--- src/rtl/bpc_pkg.sv ---
// types and constants shared by the button press classifier
package bpc_pkg;

  localparam int unsigned TimeW = 32;
  localparam int unsigned CfgW  = 16;
  localparam int unsigned IdxW  = 8;

  typedef enum logic [1:0] {
    EVT_NONE  = 2'd0,
    EVT_SHORT = 2'd1,
    EVT_LONG  = 2'd2
  } press_event_e;

  localparam logic [IdxW-1:0] REG_DEBOUNCE  = 8'd0;
  localparam logic [IdxW-1:0] REG_LONG      = 8'd1;
  localparam logic [IdxW-1:0] REG_REPEAT    = 8'd2;
  localparam logic [IdxW-1:0] REG_OVERPRESS = 8'd3;

  localparam logic [CfgW-1:0] DEBOUNCE_RST  = 16'd50;
  localparam logic [CfgW-1:0] LONG_RST      = 16'd900;
  localparam logic [CfgW-1:0] REPEAT_RST    = 16'd200;
  localparam logic [CfgW-1:0] OVERPRESS_RST = 16'd3000;

  typedef struct packed {
    logic [CfgW-1:0] debounce_ms;
    logic [CfgW-1:0] long_ms;
    logic [CfgW-1:0] repeat_ms;
    logic [CfgW-1:0] overpress_ms;
  } cfg_t;

endpackage

--- src/rtl/bpc_if.sv ---
// valid/ready channel interfaces for polls, results and register writes
interface bpc_in_if import bpc_pkg::*; ();
  logic             valid;
  logic             ready;
  logic [TimeW-1:0] now_ms;
  logic             button_down;

  modport source (output valid, now_ms, button_down, input ready);
  modport sink   (input valid, now_ms, button_down, output ready);
endinterface

interface bpc_out_if ();
  logic       valid;
  logic       ready;
  logic [1:0] press_event;
  logic       repeat_tick;

  modport source (output valid, press_event, repeat_tick, input ready);
  modport sink   (input valid, press_event, repeat_tick, output ready);
endinterface

interface bpc_cfg_if import bpc_pkg::*; ();
  logic            valid;
  logic            ready;
  logic [IdxW-1:0] index;
  logic [CfgW-1:0] data;

  modport source (output valid, index, data, input ready);
  modport sink   (input valid, index, data, output ready);
endinterface

--- src/rtl/bpc_cfg_regs.sv ---
// configuration register file with index decode
module bpc_cfg_regs import bpc_pkg::*; (
  input  logic      clk_i,
  input  logic      rst_ni,
  bpc_cfg_if.sink   cfg_i,
  output cfg_t      cfg_o
);

  cfg_t cfg_q, cfg_d;
  logic wr;

  assign cfg_i.ready = 1'b1;
  assign wr = cfg_i.valid && cfg_i.ready;

  always_comb begin
    cfg_d = cfg_q;
    if (wr) begin
      case (cfg_i.index)
        REG_DEBOUNCE:  cfg_d.debounce_ms  = cfg_i.data;
        REG_LONG:      cfg_d.long_ms      = cfg_i.data;
        REG_REPEAT:    cfg_d.repeat_ms    = cfg_i.data;
        REG_OVERPRESS: cfg_d.overpress_ms = cfg_i.data;
        default: ;
      endcase
    end
  end

  always_ff @(posedge clk_i or negedge rst_ni) begin
    if (!rst_ni) begin
      cfg_q.debounce_ms  <= DEBOUNCE_RST;
      cfg_q.long_ms      <= LONG_RST;
      cfg_q.repeat_ms    <= REPEAT_RST;
      cfg_q.overpress_ms <= OVERPRESS_RST;
    end else begin
      cfg_q <= cfg_d;
    end
  end

  assign cfg_o = cfg_q;

endmodule

--- src/rtl/button_press_classifier.sv ---
// button press classifier: poll register, evaluation logic, result register
// an accepted poll waits in the poll register, then moves on to the result register when free
// throughput: one poll per cycle when not stalled; held state and times update as a poll
// moves to the result; a stalled result register holds the poll register, which can still
// take one more word; reset clears held, press start and last repeat to zero and loads
// register defaults (debounce 50, long 900, repeat 200, overpress 3000); both stages come out empty
module button_press_classifier import bpc_pkg::*; (
  input  logic      clk_i,
  input  logic      rst_ni,
  bpc_in_if.sink    in_i,
  bpc_out_if.source out_o,
  bpc_cfg_if.sink   cfg_i
);

  cfg_t cfg;

  bpc_cfg_regs u_cfg (
    .clk_i  (clk_i),
    .rst_ni (rst_ni),
    .cfg_i  (cfg_i),
    .cfg_o  (cfg)
  );

  // poll register
  logic             in_vld_q, in_vld_d;
  logic [TimeW-1:0] now_q;
  logic             down_q;

  // result register
  logic         out_vld_q;
  press_event_e evt_q, evt_d;
  logic         tick_q, tick_d;

  // press state
  logic             held_q, held_d;
  logic [TimeW-1:0] press_start_q, press_start_d;
  logic [TimeW-1:0] last_repeat_q, last_repeat_d;

  logic             advance, accept, fire;
  logic [TimeW-1:0] elapsed, since_rep;
  logic             restart;

  assign advance    = !out_vld_q || out_o.ready;
  assign in_i.ready = !in_vld_q || advance;
  assign accept     = in_i.valid && in_i.ready;
  assign fire       = in_vld_q && advance;

  always_comb begin
    in_vld_d = in_vld_q;
    if (accept) begin
      in_vld_d = 1'b1;
    end else if (fire) begin
      in_vld_d = 1'b0;
    end
  end

  assign elapsed   = now_q - press_start_q;
  assign since_rep = now_q - last_repeat_q;
  // a new press or an over-long hold starts timing again from now
  assign restart   = !held_q || (elapsed > {{(TimeW-CfgW){1'b0}}, cfg.overpress_ms});

  always_comb begin
    evt_d  = EVT_NONE;
    tick_d = down_q && !restart
             && (elapsed > {{(TimeW-CfgW){1'b0}}, cfg.long_ms})
             && (since_rep > {{(TimeW-CfgW){1'b0}}, cfg.repeat_ms});
    if (!down_q && held_q) begin
      if (elapsed < {{(TimeW-CfgW){1'b0}}, cfg.debounce_ms}) begin
        evt_d = EVT_NONE;
      end else if (elapsed > {{(TimeW-CfgW){1'b0}}, cfg.long_ms}) begin
        evt_d = EVT_LONG;
      end else begin
        evt_d = EVT_SHORT;
      end
    end
    held_d        = down_q;
    press_start_d = (down_q && restart) ? now_q : press_start_q;
    if (!down_q) begin
      last_repeat_d = '0;
    end else if (tick_d) begin
      last_repeat_d = now_q;
    end else begin
      last_repeat_d = last_repeat_q;
    end
  end

  always_ff @(posedge clk_i or negedge rst_ni) begin
    if (!rst_ni) begin
      in_vld_q      <= 1'b0;
      out_vld_q     <= 1'b0;
      held_q        <= 1'b0;
      press_start_q <= '0;
      last_repeat_q <= '0;
    end else begin
      in_vld_q <= in_vld_d;
      if (advance) begin
        out_vld_q <= in_vld_q;
      end
      if (fire) begin
        held_q        <= held_d;
        press_start_q <= press_start_d;
        last_repeat_q <= last_repeat_d;
      end
    end
  end

  always_ff @(posedge clk_i) begin
    if (accept) begin
      now_q  <= in_i.now_ms;
      down_q <= in_i.button_down;
    end
    if (fire) begin
      evt_q  <= evt_d;
      tick_q <= tick_d;
    end
  end

  assign out_o.valid       = out_vld_q;
  assign out_o.press_event = evt_q;
  assign out_o.repeat_tick = tick_q;

endmodule

--- src/flat_wrapper.sv ---
// flat-port wrapper written by rule: the top's interface ports become plain ports
module button_press_classifier_flat import bpc_pkg::*;
  (clk_i, rst_ni, in_i_valid, in_i_now_ms, in_i_button_down, in_i_ready, out_o_valid, out_o_press_event, out_o_repeat_tick, out_o_ready, cfg_i_valid, cfg_i_index, cfg_i_data, cfg_i_ready);
  bpc_in_if in_i_i ();
  bpc_out_if out_o_i ();
  bpc_cfg_if cfg_i_i ();
  input  logic clk_i;
  input  logic rst_ni;
  input wire logic [$bits(in_i_i.valid)-1:0] in_i_valid;
  input wire logic [$bits(in_i_i.now_ms)-1:0] in_i_now_ms;
  input wire logic [$bits(in_i_i.button_down)-1:0] in_i_button_down;
  output wire logic [$bits(in_i_i.ready)-1:0] in_i_ready;
  output wire logic [$bits(out_o_i.valid)-1:0] out_o_valid;
  output wire logic [$bits(out_o_i.press_event)-1:0] out_o_press_event;
  output wire logic [$bits(out_o_i.repeat_tick)-1:0] out_o_repeat_tick;
  input wire logic [$bits(out_o_i.ready)-1:0] out_o_ready;
  input wire logic [$bits(cfg_i_i.valid)-1:0] cfg_i_valid;
  input wire logic [$bits(cfg_i_i.index)-1:0] cfg_i_index;
  input wire logic [$bits(cfg_i_i.data)-1:0] cfg_i_data;
  output wire logic [$bits(cfg_i_i.ready)-1:0] cfg_i_ready;
  assign in_i_i.valid = in_i_valid;
  assign in_i_i.now_ms = in_i_now_ms;
  assign in_i_i.button_down = in_i_button_down;
  assign in_i_ready = in_i_i.ready;
  assign out_o_valid = out_o_i.valid;
  assign out_o_press_event = out_o_i.press_event;
  assign out_o_repeat_tick = out_o_i.repeat_tick;
  assign out_o_i.ready = out_o_ready;
  assign cfg_i_i.valid = cfg_i_valid;
  assign cfg_i_i.index = cfg_i_index;
  assign cfg_i_i.data = cfg_i_data;
  assign cfg_i_ready = cfg_i_i.ready;
  button_press_classifier u_core (.clk_i(clk_i), .rst_ni(rst_ni), .in_i(in_i_i), .out_o(out_o_i), .cfg_i(cfg_i_i));
endmodule
--- config.mk ---
export PLATFORM = sky130hd
export DESIGN_NAME = button_press_classifier_flat
export DESIGN_NICKNAME = d
export VERILOG_FILES = /design/src/rtl/bpc_pkg.sv /design/src/rtl/bpc_if.sv /design/src/rtl/bpc_cfg_regs.sv /design/src/rtl/button_press_classifier.sv /design/src/flat_wrapper.sv
export SDC_FILE = /design/constraint.sdc
export NUM_CORES = 1
export LEC_CHECK = 0
export ABC_CLOCK_PERIOD_IN_PS = 4600
export BUFFER_PORTS_ARGS = -buffer_cell sky130_fd_sc_hd__buf_2
export CAP_MARGIN = 0
export CORE_MARGIN = 5
export CORE_UTILIZATION = 40
export CTS_BUF_LIST = sky130_fd_sc_hd__clkbuf_4
export DETAILED_ROUTE_END_ITERATION = 7
export SLEW_MARGIN = 10
export SYNTH_ARGS = -nofsm -noshare
export SYNTH_HDL_FRONTEND = slang
export SYNTH_HIERARCHICAL = 1
export SYNTH_SLANG_ARGS = --single-unit
export TNS_END_PERCENT = 1
--- constraint.sdc ---
create_clock -name clk_i -period 4.6 [get_ports clk_i]
set_input_delay 0.23 -clock clk_i [delete_from_list [all_inputs] [get_ports clk_i]]
set_output_delay 0.23 -clock clk_i [all_outputs]
set_load 0.005 [all_outputs]
==> impl_metrics.env <==
export IMPL_run_status="complete, no violations"
export IMPL_cp_required_ns=5.13
export IMPL_cts_sinks=167
export IMPL_layout_commonest_cell="inv_1"
export IMPL_cts_max_level=4
export IMPL_synthAdderAreaFrac_pct=12.82
export IMPL_layout_common_cells="138 x inv_1, 124 x ha_1, 114 x dfrtp_1, 101 x nand2_1"
export IMPL_crit_type="flip-flop to flip-flop"
export IMPL_finalHoldViolCount=0
export IMPL_ant_nets=0
export IMPL_post_drt_wl_per_cell_um=19.26
export IMPL_drt_iter0_drc=769
export IMPL_utilization_pct=48.85
export IMPL_crit_arrival_ns=5.05
export IMPL_combPwrFrac_pct=60.2
export IMPL_drtPass1Iterations=6
export IMPL_fin_skew_ns=0.03051
export IMPL_drive_above_1_share_pct=22.73
export IMPL_clk_pin_slew_ns=0.17
export IMPL_initial_core_util_pct=40.68
export IMPL_max_freq_mhz=221.3
export IMPL_drv_slew=0
export IMPL_seq_area_frac_synth_pct=35.02
export IMPL_coreArea_mm2=0.03075
export IMPL_finalCritPeriodShare_pct=98.25
export IMPL_multi_input_area_mm2=0.007574
export IMPL_ys_flop_type="dfrtp_1"
export IMPL_drv_cap=0
export IMPL_synth_edf_count=36
export IMPL_p_switching_w=0.003132
export IMPL_synthSimpleGateAreaFrac_pct=14.23
export IMPL_crit_fanout=5
export IMPL_globalRouteTotalUtil_pct=20.52
export IMPL_grt_pass1_wl_um=57810
export IMPL_crit_slowest_cell="edfxtp_1"
export IMPL_p_leak_nw=6.526
export IMPL_fin_nets=1694
export IMPL_power_density_mw_per_mm2=459.7
export IMPL_hold_class="input pin to async pin"
export IMPL_wirelength_um=36890
export IMPL_cts_tree="built"
export IMPL_avgSynthCellArea_um2=9.470
export IMPL_grt_ovfl_total=0
export IMPL_rsz0062_at_grt="true"
export IMPL_die_w_um=186.8
export IMPL_die_area_mm2=0.03491
export IMPL_slew_headroom_pct=23.68
export IMPL_fin_cells=1915
export IMPL_period_needed_ns=4.520
export IMPL_p_clk_share_pct=12.9
export IMPL_rrSetupSlack_ns=0.08
export IMPL_io_pin_count=68
export IMPL_clock_latency_ns=0.61
export IMPL_crit_path_start_kind="flip-flop"
export IMPL_setup_violations=0
export IMPL_synth_xor_area_share_pct=2.801
export IMPL_p_int_w=0.003774
export IMPL_synth_compound_area_share_pct=19.21
export IMPL_yosysTopAreaCell="dfrtp_1"
export IMPL_synth_top_area_share_pct=22.80
export IMPL_worstPathCellList="inv_2 > ha_4 > inv_2 > fa_2 > a211oi_2 > o211ai_1 > nand4b_1 > nand2_1 > xor2_1 > ha_1 > a21oi_2 > nand2_1 > a221o_1 > nor3_2 > o211ai_1 > a2111oi_2 > nor4b_2 > and4b_2 > buf_12 > nor3_4 > buf_6 > clkbuf_16 > o31ai_4"
export IMPL_routed_via_density=5.639
export IMPL_area_delta_synth_final_pct=20.08
export IMPL_synth_cell_type_count=86
export IMPL_synth_top_family_by_area="compound AO/OA/AOI/OAI gates"
export IMPL_final_seq_area_mm2=0.004380
export IMPL_worstMarginPinSlew_ns=1.143
export IMPL_placedCellCount=1817
export IMPL_clock_path_buffers=2
export IMPL_synth_mux_area_share_pct=9.352
export IMPL_fp_row_count=64
export IMPL_max_stage_delay_ns=0.43
export IMPL_grt_pass1_vias=10482
export IMPL_pre_cts_ws_ns=-0.08007
export IMPL_synthArstFlopShare_pct=78.44
export IMPL_synth_area_top_cells="dfrtp_1 23%, ha_1 13%, edfxtp_1 8.6%"
export IMPL_gp_congestion=0.9134
export IMPL_setup_ws_ns=0.08046
export IMPL_grt_max_degree=96
export IMPL_synth_warnings=6
export IMPL_dr_total_vias=10799
export IMPL_synth_cells=1321
export IMPL_netlist_area_mm2=0.01251
export IMPL_swShare_pct=45.35
export IMPL_power_frac_seq_pct=26.9
export IMPL_synth_seq_cells=167
export IMPL_cts_made_buffers=17
export IMPL_antenna_found_initial=2
export IMPL_synth_fp_nets=1510
export IMPL_port_buffers=66
export IMPL_die_h_um=186.8
export IMPL_route_detailed_drc=0
export IMPL_fill_cells=2899
export IMPL_place_hpwl_um=27410
export IMPL_clockRootBuffer="clkbuf_4"
export IMPL_worst_setup_path_end_kind="flip-flop"
export IMPL_vdd_ir_drop_max_v=0.0002041
## registers in the layout, summed over array words and instances (netlist names)
| name | count |
|---|---|
| u_core/press_start_q | 32 |
| u_core/out_o.press_event | 2 |
| u_core/now_q | 32 |
| u_core/last_repeat_q | 32 |
| u_core/in_vld_q | 1 |
| u_core/u_cfg/cfg_o | 64 |
| u_core/out_o.valid | 1 |
| u_core/out_o.repeat_tick | 1 |
| u_core/held_q | 1 |
| u_core/down_q | 1 |
## power groups by stage
stage          registers, W  logic, W  clock network, W
6_report            0.00185   0.00416          0.000894
5_1_grt             0.00188   0.00462          0.000991
4_1_cts             0.00185   0.00398          0.000929
3_5_place_dp        0.00188   0.00389                 0
3_3_place_gp        0.00188   0.00384                 0
2_1_floorplan       0.00185   0.00270                 0
## final cells by class
cell class | count | area share, %
multi-input cells | 960 | 50.42
flip-flops and latches | 167 | 29.16
repair buffers | 218 | 11.67
inverters | 141 | 3.523
well taps | 396 | 3.298
clock inverters | 15 | 1.066
clock buffers | 17 | 0.8496
diodes | 1 | 0.01666
## worst max-delay path, delay by kind of cell (launching register included)
family | cells | cell delay, ns
buffers and inverters | 5 | 0.54
XOR/XNOR | 1 | 0.18
flip-flops | 1 | 0.43
AND/OR/NAND/NOR | 7 | 1.06
adder cells (fa/ha/maj) | 3 | 0.83
AO/OA/AOI/OAI | 7 | 1.39
## cell families after synthesis
kind of cell / after synthesis
simple gates: 339
buf+inv: 194
xor+xnor: 40
compound gates: 352
mux: 101
other cells: 1
fa+ha+maj: 127
flops: 167
## Yosys cell counts, types with 8 or more instances
library cell	n
mux2_2	67
o21a_1	22
nor2b_1	13
ha_1	125
nand3_1	21
o31ai_1	11
nor3_1	14
mux2_4	10
a31oi_1	13
nand2b_1	18
o211ai_1	16
buf_6	9
nor2_1	63
clkbuf_1	30
o32a_1	30
mux2_1	20
nor4_1	9
a211oi_1	9
a21oi_1	88
xor2_1	20
dfrtp_1	114
o21ai_0	67
nand2_1	102
dfstp_2	17
nand4_1	51
a21o_1	22
xnor2_1	20
a21boi_0	8
buf_2	9
edfxtp_1	36
inv_1	140
## repair_timing
item                       in CTS  in global routing
pin swaps                       1                 31
gates cloned                    0                  4
resized for setup               9                 68
hold endpoints to repair      172                  3
setup buffers                   0                  8
setup endpoints to repair      32                 64
hold buffers                   52                  1
## through the flow
stage,total power [W],area [um2],setup TNS (ns),hold WS (ns)
finish,0.006906,15020,0,0.2928
global route,0.007488,15020,-6.361,0.2785
CTS,0.006759,14630,0,0.008388
detailed placement,0.005767,13780,-1.735,0.4082
global placement,0.005718,13780,-0.08911,0.4010
floorplan,0.004552,12510,0,-0.06559
## final timing paths
kind	cells after the start	start	to
setup / recovery	23	u_core/now_q[0]	u_core/last_repeat_q[18]
hold / removal	2	rst_ni	u_core/u_cfg/cfg_o[31]
setup reg to reg	23	u_core/now_q[0]	u_core/last_repeat_q[18]
hold reg to reg	1	u_core/press_start_q[21]	u_core/press_start_q[21]
max in group asynchronous	3	rst_ni	u_core/press_start_q[12]
min in group clk_i	2	in_i_now_ms[6]	u_core/now_q[6]
## per-layer routing
| metal | GRT usage (%) | part of all wire, % | vias up |
|---|---|---|---|
| met5 | 0 | 0 | - |
| met4 | 5.319 | 2.0 | 0 |
| met3 | 3.285 | 4.8 | 48 |
| met2 | 31.92 | 46 | 292 |
| met1 | 29.91 | 47 | 5227 |
| li1 | - | - | 5232 |
Note: power is estimated with default switching activity, not from simulation.
